**src/rtl/pcmt_pkg.sv**
```systemverilog
// shared types, codes and constants for the priority command mux
`timescale 1ns / 1ps
package pcmt_pkg;

   localparam int MAX_SOURCES   = 4;
   localparam int SRC_W         = 2;
   localparam int PAYLOAD_W     = 64;
   localparam int CFG_TIMEOUT_W = 16;
   localparam int PRIO_W        = 8;
   localparam int COUNT_W       = 3;
   localparam int CSR_ADDR_W    = 3;
   localparam int CSR_DATA_W    = 32;

   // request and response bus widths
   localparam int REQ_DATA_W = 72;
   localparam int RSP_DATA_W = 80;

   // queue between front and back
   localparam int QUEUE_DEPTH = 2;
   localparam int QPTR_W      = $clog2(QUEUE_DEPTH);
   localparam int QCNT_W      = $clog2(QUEUE_DEPTH + 1);

   // register indexes
   localparam logic [CSR_ADDR_W-1:0] CSR_SOURCE_COUNT = 3'd0;
   localparam logic [CSR_ADDR_W-1:0] CSR_PRIORITY     = 3'd1;
   localparam logic [CSR_ADDR_W-1:0] CSR_TIMEOUT0     = 3'd2;
   localparam logic [CSR_ADDR_W-1:0] CSR_TIMEOUT1     = 3'd3;
   localparam logic [CSR_ADDR_W-1:0] CSR_TIMEOUT2     = 3'd4;
   localparam logic [CSR_ADDR_W-1:0] CSR_TIMEOUT3     = 3'd5;

   localparam logic [COUNT_W-1:0]       SOURCE_COUNT_RESET = 3'd4;
   localparam logic [CFG_TIMEOUT_W-1:0] TIMEOUT_RESET      = 16'd10;

   // request classification codes
   localparam logic [1:0] KIND_CMD     = 2'd0;
   localparam logic [1:0] KIND_TICK    = 2'd1;
   localparam logic [1:0] KIND_IGNORED = 2'd2;

   typedef struct packed {
      logic [1:0]           kind;
      logic [SRC_W-1:0]     source;
      logic [PAYLOAD_W-1:0] payload;
   } item_type;

   typedef struct packed {
      logic                 forward_valid;
      logic [PAYLOAD_W-1:0] forward_payload;
      logic                 owner_changed;
      logic                 owner_vacant;
      logic [SRC_W-1:0]     owner_index;
      logic [MAX_SOURCES-1:0] active_mask;
      logic                 ignored;
   } result_type;

   typedef struct packed {
      logic [CSR_DATA_W-1:0] priority_table;
      logic [MAX_SOURCES-1:0][CFG_TIMEOUT_W-1:0] timeout;
   } back_cfg_type;

   function automatic logic [PRIO_W-1:0] prio_of(input logic [CSR_DATA_W-1:0] tbl,
                                                input logic [SRC_W-1:0] idx);
      prio_of = tbl[idx*PRIO_W +: PRIO_W];
   endfunction

endpackage

```
**src/rtl/pcmt_front.sv**
```systemverilog
// front stage: takes requests and classifies them as command, tick or ignored
`timescale 1ns / 1ps
module pcmt_front
   import pcmt_pkg::*;
#(
   parameter int SOURCES = 4
) (
   input  logic               clock,
   input  logic               reset,
   input  logic               in_valid,
   output logic               in_ready,
   input  logic               in_tick,
   input  logic [SRC_W-1:0]   in_source,
   input  logic [PAYLOAD_W-1:0] in_payload,
   input  logic [COUNT_W-1:0] source_count,
   output logic               out_valid,
   input  logic               out_ready,
   output item_type           out_item
);

   localparam logic [COUNT_W-1:0] SRC_LIMIT = COUNT_W'(SOURCES);

   logic                 valid_ff, valid_in;
   item_type             item_ff, item_in;
   logic [COUNT_W-1:0]   limit;
   logic                 out_of_range;

   always_comb begin
      limit        = (source_count > SRC_LIMIT) ? SRC_LIMIT : source_count;
      out_of_range = ({1'b0, in_source} >= limit);
   end

   assign in_ready  = !valid_ff || out_ready;
   assign out_valid = valid_ff;
   assign out_item  = item_ff;

   always_comb begin
      valid_in = valid_ff;
      item_in  = item_ff;
      if (out_ready) begin
         valid_in = 1'b0;
      end
      if (in_valid && in_ready) begin
         valid_in        = 1'b1;
         item_in.source  = in_source;
         item_in.payload = in_payload;
         if (in_tick) begin
            item_in.kind = KIND_TICK;
         end else if (out_of_range) begin
            item_in.kind = KIND_IGNORED;
         end else begin
            item_in.kind = KIND_CMD;
         end
      end
   end

   always_ff @(posedge clock) begin
      if (reset) begin
         valid_ff <= 1'b0;
      end else begin
         valid_ff <= valid_in;
      end
      item_ff <= item_in;
   end

endmodule

```
**src/rtl/pcmt_queue.sv**
```systemverilog
// short queue of classified requests between front and back
`timescale 1ns / 1ps
module pcmt_queue
   import pcmt_pkg::*;
(
   input  logic     clock,
   input  logic     reset,
   input  logic     push_valid,
   output logic     push_ready,
   input  item_type push_item,
   output logic     pop_valid,
   input  logic     pop_ready,
   output item_type pop_item
);

   localparam logic [QPTR_W-1:0] LAST_PTR = QPTR_W'(QUEUE_DEPTH - 1);
   localparam logic [QCNT_W-1:0] FULL_CNT = QCNT_W'(QUEUE_DEPTH);

   item_type            entry_ff [QUEUE_DEPTH];
   logic [QPTR_W-1:0]   wr_ptr_ff, wr_ptr_in;
   logic [QPTR_W-1:0]   rd_ptr_ff, rd_ptr_in;
   logic [QCNT_W-1:0]   count_ff, count_in;
   logic                do_push, do_pop;

   assign push_ready = (count_ff != FULL_CNT);
   assign pop_valid  = (count_ff != '0);
   assign pop_item   = entry_ff[rd_ptr_ff];
   assign do_push    = push_valid && push_ready;
   assign do_pop     = pop_valid && pop_ready;

   always_comb begin
      wr_ptr_in = wr_ptr_ff;
      rd_ptr_in = rd_ptr_ff;
      count_in  = count_ff;
      if (do_push) begin
         wr_ptr_in = (wr_ptr_ff == LAST_PTR) ? '0 : wr_ptr_ff + 1'b1;
      end
      if (do_pop) begin
         rd_ptr_in = (rd_ptr_ff == LAST_PTR) ? '0 : rd_ptr_ff + 1'b1;
      end
      if (do_push && !do_pop) begin
         count_in = count_ff + 1'b1;
      end else if (do_pop && !do_push) begin
         count_in = count_ff - 1'b1;
      end
   end

   always_ff @(posedge clock) begin
      if (reset) begin
         wr_ptr_ff <= '0;
         rd_ptr_ff <= '0;
         count_ff  <= '0;
      end else begin
         wr_ptr_ff <= wr_ptr_in;
         rd_ptr_ff <= rd_ptr_in;
         count_ff  <= count_in;
      end
      if (do_push) begin
         entry_ff[wr_ptr_ff] <= push_item;
      end
   end

endmodule

```
**src/rtl/pcmt_back.sv**
```systemverilog
// back stage: ownership, timeout counters and the response register
`timescale 1ns / 1ps
module pcmt_back
   import pcmt_pkg::*;
#(
   parameter int SOURCES      = 4,
   parameter int TIMEOUT_BITS = 16
) (
   input  logic         clock,
   input  logic         reset,
   input  back_cfg_type cfg,
   input  logic         in_valid,
   output logic         in_ready,
   input  item_type     in_item,
   output logic         out_valid,
   input  logic         out_ready,
   output result_type   out_result
);

   localparam logic [TIMEOUT_BITS-1:0] ONE_TICK = TIMEOUT_BITS'(1);

   logic                    active_ff [SOURCES];
   logic                    active_in [SOURCES];
   logic [TIMEOUT_BITS-1:0] rem_ff    [SOURCES];
   logic [TIMEOUT_BITS-1:0] rem_in    [SOURCES];
   logic                    vacant_ff, vacant_in;
   logic [SRC_W-1:0]        owner_ff, owner_in;
   logic                    rsp_valid_ff, rsp_valid_in;
   result_type              rsp_ff, rsp_in;
   result_type              res;
   logic                    take;
   logic                    wins;

   assign in_ready   = !rsp_valid_ff || out_ready;
   assign take       = in_valid && in_ready;
   assign out_valid  = rsp_valid_ff;
   assign out_result = rsp_ff;

   always_comb begin
      for (int i = 0; i < SOURCES; i++) begin
         active_in[i] = active_ff[i];
         rem_in[i]    = rem_ff[i];
      end
      vacant_in = vacant_ff;
      owner_in  = owner_ff;
      res       = '0;
      wins      = vacant_ff || (owner_ff == in_item.source) ||
                  (prio_of(cfg.priority_table, in_item.source) >
                   prio_of(cfg.priority_table, owner_ff));

      case (in_item.kind)
         KIND_TICK: begin
            for (int i = 0; i < SOURCES; i++) begin
               if (active_ff[i]) begin
                  if (rem_ff[i] <= ONE_TICK) begin
                     rem_in[i]    = '0;
                     active_in[i] = 1'b0;
                     if (!vacant_ff && owner_ff == SRC_W'(i)) begin
                        vacant_in         = 1'b1;
                        res.owner_changed = 1'b1;
                     end
                  end else begin
                     rem_in[i] = rem_ff[i] - ONE_TICK;
                  end
               end
            end
         end
         KIND_CMD: begin
            for (int i = 0; i < SOURCES; i++) begin
               if (in_item.source == SRC_W'(i)) begin
                  rem_in[i]    = TIMEOUT_BITS'(cfg.timeout[i]);
                  active_in[i] = 1'b1;
               end
            end
            if (wins) begin
               if (vacant_ff || owner_ff != in_item.source) begin
                  res.owner_changed = 1'b1;
               end
               vacant_in           = 1'b0;
               owner_in            = in_item.source;
               res.forward_valid   = 1'b1;
               res.forward_payload = in_item.payload;
            end
         end
         KIND_IGNORED: begin
            res.ignored = 1'b1;
         end
         default: begin
            res.ignored = 1'b0;
         end
      endcase

      res.owner_vacant = vacant_in;
      res.owner_index  = vacant_in ? '0 : owner_in;
      for (int i = 0; i < SOURCES; i++) begin
         res.active_mask[i] = active_in[i];
      end
   end

   always_comb begin
      rsp_valid_in = rsp_valid_ff;
      rsp_in       = rsp_ff;
      if (out_ready) begin
         rsp_valid_in = 1'b0;
      end
      if (take) begin
         rsp_valid_in = 1'b1;
         rsp_in       = res;
      end
   end

   always_ff @(posedge clock) begin
      if (reset) begin
         for (int i = 0; i < SOURCES; i++) begin
            active_ff[i] <= 1'b0;
            rem_ff[i]    <= '0;
         end
         vacant_ff    <= 1'b1;
         owner_ff     <= '0;
         rsp_valid_ff <= 1'b0;
      end else begin
         if (take) begin
            for (int i = 0; i < SOURCES; i++) begin
               active_ff[i] <= active_in[i];
               rem_ff[i]    <= rem_in[i];
            end
            vacant_ff <= vacant_in;
            owner_ff  <= owner_in;
         end
         rsp_valid_ff <= rsp_valid_in;
      end
      rsp_ff <= rsp_in;
   end

endmodule

```
**src/rtl/priority_command_mux_timeout.sv**
```systemverilog
// top level: priority command mux with per-source timeout
//
//  channel  | dir | handshake             | content
//  req      | in  | req_tvalid/req_tready | tuser: tick; tdata: source, payload
//  rsp      | out | rsp_tvalid/rsp_tready | tuser: forward_valid; tdata: result
//  csr      | in  | csr_wen               | csr_addr selects register, csr_wdata
//
// one request per cycle sustained while rsp is not stalled; rsp_tvalid rises once the request
// has passed the front register, then a queue entry, then the response register
// the ownership and counter update is one compare and decrement in the back stage
// synchronous reset: all sources inactive, owner vacant, registers at defaults
// a stalled rsp fills the two-entry queue before req_tready drops
`timescale 1ns / 1ps
module priority_command_mux_timeout
   import pcmt_pkg::*;
#(
   parameter int SOURCES      = 4,
   parameter int TIMEOUT_BITS = 16
) (
   input  logic                  clock,
   input  logic                  reset,
   input  logic                  req_tvalid,
   output logic                  req_tready,
   input  logic [REQ_DATA_W-1:0] req_tdata,   // source[1:0], payload[65:2], zero pad
   input  logic                  req_tuser,   // tick
   output logic                  rsp_tvalid,
   input  logic                  rsp_tready,
   // forward_payload[63:0], owner_changed[64], owner_vacant[65], owner_index[67:66],
   // active_mask[71:68], ignored[72], zero pad
   output logic [RSP_DATA_W-1:0] rsp_tdata,
   output logic                  rsp_tuser,   // forward_valid
   input  logic                  csr_wen,
   input  logic [CSR_ADDR_W-1:0] csr_addr,
   input  logic [CSR_DATA_W-1:0] csr_wdata
);

   localparam int RES_BITS = PAYLOAD_W + 1 + 1 + SRC_W + MAX_SOURCES + 1;

   logic [COUNT_W-1:0] source_count_ff;
   back_cfg_type       cfg_ff;

   logic       fq_valid, fq_ready;
   item_type   fq_item;
   logic       qb_valid, qb_ready;
   item_type   qb_item;
   result_type result;

   always_ff @(posedge clock) begin
      if (reset) begin
         source_count_ff    <= SOURCE_COUNT_RESET;
         cfg_ff.priority_table <= '0;
         for (int i = 0; i < MAX_SOURCES; i++) begin
            cfg_ff.timeout[i] <= TIMEOUT_RESET;
         end
      end else if (csr_wen) begin
         case (csr_addr)
            CSR_SOURCE_COUNT: source_count_ff       <= csr_wdata[COUNT_W-1:0];
            CSR_PRIORITY:     cfg_ff.priority_table <= csr_wdata;
            CSR_TIMEOUT0:     cfg_ff.timeout[0]     <= csr_wdata[CFG_TIMEOUT_W-1:0];
            CSR_TIMEOUT1:     cfg_ff.timeout[1]     <= csr_wdata[CFG_TIMEOUT_W-1:0];
            CSR_TIMEOUT2:     cfg_ff.timeout[2]     <= csr_wdata[CFG_TIMEOUT_W-1:0];
            CSR_TIMEOUT3:     cfg_ff.timeout[3]     <= csr_wdata[CFG_TIMEOUT_W-1:0];
            default: begin
               source_count_ff <= source_count_ff;
            end
         endcase
      end
   end

   pcmt_front #(
      .SOURCES (SOURCES)
   ) u_front (
      .clock        (clock),
      .reset        (reset),
      .in_valid     (req_tvalid),
      .in_ready     (req_tready),
      .in_tick      (req_tuser),
      .in_source    (req_tdata[SRC_W-1:0]),
      .in_payload   (req_tdata[SRC_W +: PAYLOAD_W]),
      .source_count (source_count_ff),
      .out_valid    (fq_valid),
      .out_ready    (fq_ready),
      .out_item     (fq_item)
   );

   pcmt_queue u_queue (
      .clock      (clock),
      .reset      (reset),
      .push_valid (fq_valid),
      .push_ready (fq_ready),
      .push_item  (fq_item),
      .pop_valid  (qb_valid),
      .pop_ready  (qb_ready),
      .pop_item   (qb_item)
   );

   pcmt_back #(
      .SOURCES      (SOURCES),
      .TIMEOUT_BITS (TIMEOUT_BITS)
   ) u_back (
      .clock      (clock),
      .reset      (reset),
      .cfg        (cfg_ff),
      .in_valid   (qb_valid),
      .in_ready   (qb_ready),
      .in_item    (qb_item),
      .out_valid  (rsp_tvalid),
      .out_ready  (rsp_tready),
      .out_result (result)
   );

   assign rsp_tuser = result.forward_valid;
   assign rsp_tdata = {{(RSP_DATA_W - RES_BITS){1'b0}},
                       result.ignored,
                       result.active_mask,
                       result.owner_index,
                       result.owner_vacant,
                       result.owner_changed,
                       result.forward_payload};

endmodule
```
**config.mk**
```make
export PLATFORM = sky130hd
export DESIGN_NAME = priority_command_mux_timeout
export DESIGN_NICKNAME = d
export VERILOG_FILES = /design/src/rtl/pcmt_pkg.sv /design/src/rtl/pcmt_front.sv /design/src/rtl/pcmt_queue.sv /design/src/rtl/pcmt_back.sv /design/src/rtl/priority_command_mux_timeout.sv
export SDC_FILE = /design/constraint.sdc
export NUM_CORES = 1
export LEC_CHECK = 0
export ABC_AREA = 0
export BUFFER_PORTS_ARGS = -buffer_cell sky130_fd_sc_hd__buf_2
export CAP_MARGIN = 20
export CORE_UTILIZATION = 35
export DETAILED_ROUTE_END_ITERATION = 6
export SYNTH_ARGS = -nofsm -noshare
export SYNTH_HDL_FRONTEND = slang
export SYNTH_HIERARCHICAL = 1
export SYNTH_SLANG_ARGS = --single-unit
export TNS_END_PERCENT = 20
```
**constraint.sdc**
```tcl
create_clock -name clock -period 3.4 [get_ports clock]
set_input_delay 0.68 -clock clock [delete_from_list [all_inputs] [get_ports clock]]
set_output_delay 0.68 -clock clock [all_outputs]
set_load 0.01 [all_outputs]
```
[After elaboration in Yosys (flattened, before gate mapping)]
Memories as Yosys holds them, arrays and structs flattened. A register that Yosys moved wholly into a read port is not among the register bits.
Cells that the tools add are included.
W data, S select, Z words.
Storage, ports and cells
  memories: 3
  logic and storage cells: 186
  memory bits (writable): 204
  latch bits: 0
  output and inout port bits: 83
  bits in read-only memories: 0
  register bits: 250
Operators by class
  order comparisons: 7
  muxes and demuxes: 85
  add/sub/neg operators: 8
  bitwise operators: 8
  multiply operators: 0
  shift operators: 2
  reduce and logical (&&, ||, !) cells: 34
  divide/modulo/power cells: 0
  eq/ne operators: 16
Memories
  u_queue.entry_ff: depth 2, bits a word 68, read ports 1, clocked after Yosys merged registers in 1, wr ports 1, RTL line pcmt_queue.sv:19  | item_type entry_ff [QUEUE_DEPTH];
  u_back.rem_ff: depth 4, bits a word 16, read ports 4, clocked after Yosys merged registers in 0, wr ports 4, RTL line pcmt_back.sv:24  | logic [TIMEOUT_BITS-1:0] rem_ff [SOURCES];
  u_back.active_ff: depth 4, bits a word 1, read ports 4, clocked after Yosys merged registers in 0, wr ports 4, RTL line pcmt_back.sv:22  | logic active_ff [SOURCES];
Operators with widths (number)
  $mux W16: 16
  $pmux W64 S2: 1
  $mux W66: 1
  $le A16 B1 Y1 const B: 4
  $shiftx A32 B6 Y8: 2
  $sub A16 B1 Y16 const B: 4
  $mux W1: 58
  $reduce_and A2 Y1: 7
  $eq A2 B2 Y1 const B: 5
  $mux W2: 5
  $logic_and A1 B1 Y1: 9
  $gt A8 B8 Y1: 1
  $or A1 B1 Y1: 8
  $pmux W4 S2: 1
  $reduce_bool A2 Y1: 4
  $eq A2 B1 Y1 const B: 3
  $eq A3 B2 Y1 const B: 2
  $eq A3 B3 Y1 const B: 2
  $logic_not A2 Y1: 3
  $logic_not A1 Y1: 5
  $logic_or A1 B1 Y1: 5
  $pmux W1 S2: 2
  $eq A3 B1 Y1 const B: 1
  $ge A2 B3 Y1: 1
  9 further kinds: 10

[Longest topological paths before layout]
  depth in word-level cells: 15
  depth in mapped cells: 15
  depth with buffers taken out: 10

[Hierarchy]
Netlist, hierarchy kept.
Modules (own cells, without submodules)
  pcmt_back: area each 7642.3 um2, cells each 667, times used 1
  pcmt_queue: area each 5212.5 um2, cells each 236, times used 1
  priority_command_mux_timeout: area each 4036.4 um2, cells each 373, times used 1
  pcmt_front: area each 2147.1 um2, cells each 81, times used 1

[Least setup slack after synthesis]
No wires, ideal clock.
  kind: reg2reg
  start point: reg (tool-made name)
  end point: reg u_back.rsp_ff, in the netlist u_back/out_result[33] (data pin)
  data arrival time: 3.231 ns
  period minus slack after synthesis: 3.485 ns
  path buffers: 6
  data required time: 3.145 ns
  cell stages (with the launch flop): 15
  slack: -0.085 ns
  cells stage by stage: dfxtp_1 buf_6 buf_6 mux2_2 buf_2 clkbuf_1 mux4_2 ha_1 a21oi_1 o21ai_0 nand2b_1 o21a_1 clkbuf_1 clkbuf_1 and2_1
RTL lines
  end signal, assigned: RTL line pcmt_back.sv:132  | rsp_ff <= rsp_in;
  end, declared: RTL line pcmt_back.sv:29  | result_type rsp_ff, rsp_in;

==> run summary <==
Reg clk slew, reported paths = 60 ps
Post-place instance area = 20800 um2
Gr usage total = 15.0%
DP HPWL = 26.5 mm
Register area = 12600 um2
Initial Util = 35.4%
Via Count = 10988
Synthesized area = 19000 um2
Post-route clock period utilization = 92.6%
Mapped Cells = 1357
CP arrival = 3490 ps
Vias/cell = 4.80
First-pass DRT Iterations = 5
Skew final = 38.1 ps
Setup TNS = 0 ps
NumNets Final = 1682
First-pass GRT wire length = 64.4 mm
Worst VDD drop = 0.388 mV
CP cell instances = mux2_2 -> buf_4 -> mux4_2 -> ha_1 -> nor2b_1 -> o211ai_1 -> a21oi_1 -> o21a_2 -> buf_12 -> and2_1
Height of the die = 235 um
Slew HR = 29.7%
Crit end category = flip-flop
CP startpoint kind = flip-flop
Crit path max-delay family = multiplexers
Largest cells by area after synthesis = edfxtp_1 55%, dfxtp_1 11%, mux2i_1 5.5%, nand2b_1 4.4%, mux2_2 2.8%
Maximum fanout along the worst path = 65
CTS Buf Count = 49
Routed Wire Length = 41.5 mm
# hold bufs at CTS = 0
Synthesized flop and latch total = 455
Main synth FF type = edfxtp_1
P&R area growth vs syn = 18.2%
PwrDens = 718 nW/um2
Synth top cells by count = 346 x edfxtp_1, 134 x nand2b_1, 109 x dfxtp_1
CTS root buffer = clkbuf_16
Finished Layout Cells = 2288
Clock latency on the worst-skew pair = 600 ps
Type of the most critical hold path = primary input to flip-flop
Largest net degree at the start of global routing = 153
Final Slew Violations = 0
Die area = 55300 um2
Fmax = 318 MHz
Clock network fraction of design power = 34.8%
Final setup viols = 0
Reg-to-reg slack, setup = 250 ps
Setup Crit Path Kind = flip-flop to flip-flop
Worst Max-Slew Pin Slew = 1050 ps
RSZ-0062 raised after global routing = false
IO Port Bufs = 182
Yosys Warn Count = 6
Sw power = 4.45 mW
EDFF count, synth = 346
DRT iter0 DRCs = 708
Maximum root-to-sink buffer count = 3
CP max-delay cell = mux4_2
GPL Wtd Cong = 0.772
Status = completed
Grt total ovfl = 0
Placed Cells = 2195
Mean area per synthesized cell = 14.0 um2
Cell internal pwr = 11.7 mW
Sequential-to-total area share from yosys stat = 66.0%
DIE WIDTH = 235 um
Core Box Area = 53800 um2
CP peak stage delay = 500 ps
Most common cell in the netlist = edfxtp_1
CP Data Required Time = 3740 ps
Net switching share of the total power = 27.6%
Synth unique cells = 62
Async SR Flop Fraction = 0%
CTS H-tree lvls = 2
Area of the multi-input gates = 6050 um2
Largest area contributor in the netlist = edfxtp_1
Combinational Power Share = 19.5%
Resize count post-CTS = 0
CTS tree = built
Row count = 85
Share of layout cells above drive strength 1 = 24.2%
Antenna violations before repair = 0
ANT nets after route = 0
Per-cell routed wire length = 18.1 um
Fill count = 4965
Leakage = 8.33 nW
DRC Markers = 0
Clk sink count = 455
Finished Core Util = 41.8%
Max cap viols = 0
Final min period = 3150 ps
Final hold violations = 0
CP Buf/Inv Count = 2
Sequential Power Share = 45.7%
Vias in the first global route = 11061
Synth top area share = 54.6%
I/O pin total = 196
Setup Buffers After CTS = 0
Final instance area = 22500 um2
-- cells in the final DEF (no fill, tap or decap), types with 22 or more instances in the layout --
cell	instances
dfxtp_1	108
edfxtp_1	346
inv_1	22
nand2_1	83
nor2_1	54
xnor2_1	33
clkbuf_16	52
and2_1	66
o21ai_0	73
nand2b_1	134
mux2i_1	105
xor2_1	23
buf_2	181
mux2_2	48
-- layer usage --
| layer | vias up | GRT usage [%] | part of all wire, % | wire, um |
|---|---|---|---|---|
| met2 | 242 | 24.2 | 47 | 19600 |
| met4 | 0 | 4.44 | 2.0 | 843 |
| met1 | 5419 | 20.6 | 46 | 19000 |
| met5 | - | 0 | 0 | 0 |
| li1 | 5273 | - | - | - |
| met3 | 54 | 2.69 | 5.1 | 2130 |
-- final timing paths --
path,startpoint,endpoint,depth (start not counted)
worst max-delay path,flip-flop,u_back/out_result[24],10
worst min-delay path,req_tdata[40],u_front/out_item[38],1
worst max register to register,flip-flop,u_back/out_result[24],10
worst min register to register,u_front/out_item[67],u_queue/entry_ff[0][67],0
-- cell families (layout without fill, tap and decap cells) --
kind of cell               Yosys count  in the layout  share of synthesized area [%]
buffers and inverters               95            322                           2.39
AOI/OAI and AO/OA                  118            118                           3.61
other                                1              9                         0.0197
adders and majority gates           19             19                           1.25
muxes                              189            189                           11.8
and+or+nand+nor                    424            424                           12.3
DFF                                455            455                           66.0
xor gates and xnor gates            56             56                           2.58
-- worst reg2reg max path, cell delays in order, from the launching register on --
cell	delay [ps]
dfxtp_4	350
mux2_2	390
buf_4	210
mux4_2	510
ha_1	320
nor2b_1	140
o211ai_1	150
a21oi_1	110
o21a_2	280
buf_12	200
and2_1	240
-- stage by stage --
stage          setup WS [ps]  power, mW  hold WS, ps
6_report                 253       16.1          254
5_1_grt                 89.8       16.9          213
4_1_cts                  251       16.4          216
3_5_place_dp             289       10.7          430
3_3_place_gp             334       10.6          422
2_1_floorplan           32.6       9.53          421
-- registers in the layout, indices dropped and copies added (netlist names), named ones only --
| name | count |
|---|---|
| u_queue/wr_ptr_ff | 1 |
| u_back/out_valid | 1 |
| u_back/active_ff | 4 |
| u_back/rem_ff | 64 |
| u_front/out_valid | 1 |
| u_back/vacant_ff | 1 |
| u_front/out_item | 68 |
| cfg_ff | 96 |
| u_back/owner_ff | 2 |
| u_queue/rd_ptr_ff | 1 |
| u_back/out_result | 74 |
| u_queue/count_ff | 2 |
| source_count_ff | 3 |
| u_queue/entry_ff | 136 |
-- layout make-up --
| type | instances | share of cell area [%] |
|---|---|---|
| diodes | 2 | 0.0222 |
| clock buffers | 63 | 6.05 |
| clock inverters | 28 | 1.67 |
| inverters | 24 | 0.400 |
| multi-input cells | 813 | 26.9 |
| flip-flops and latches | 455 | 55.9 |
| well taps | 696 | 3.87 |
| repair buffers | 207 | 5.23 |
-- power groups by stage --
stage               registers (mW)  logic, mW  clock network (mW)
global placement              7.47       3.16                   0
CTS                           7.39       3.22                5.78
finish                        7.38       3.14                5.62
global route                  7.47       3.46                5.98
floorplan                     7.63       1.90                   0
detailed placement            7.51       3.21                   0
Note: power is estimated with default switching activity, not from simulation.
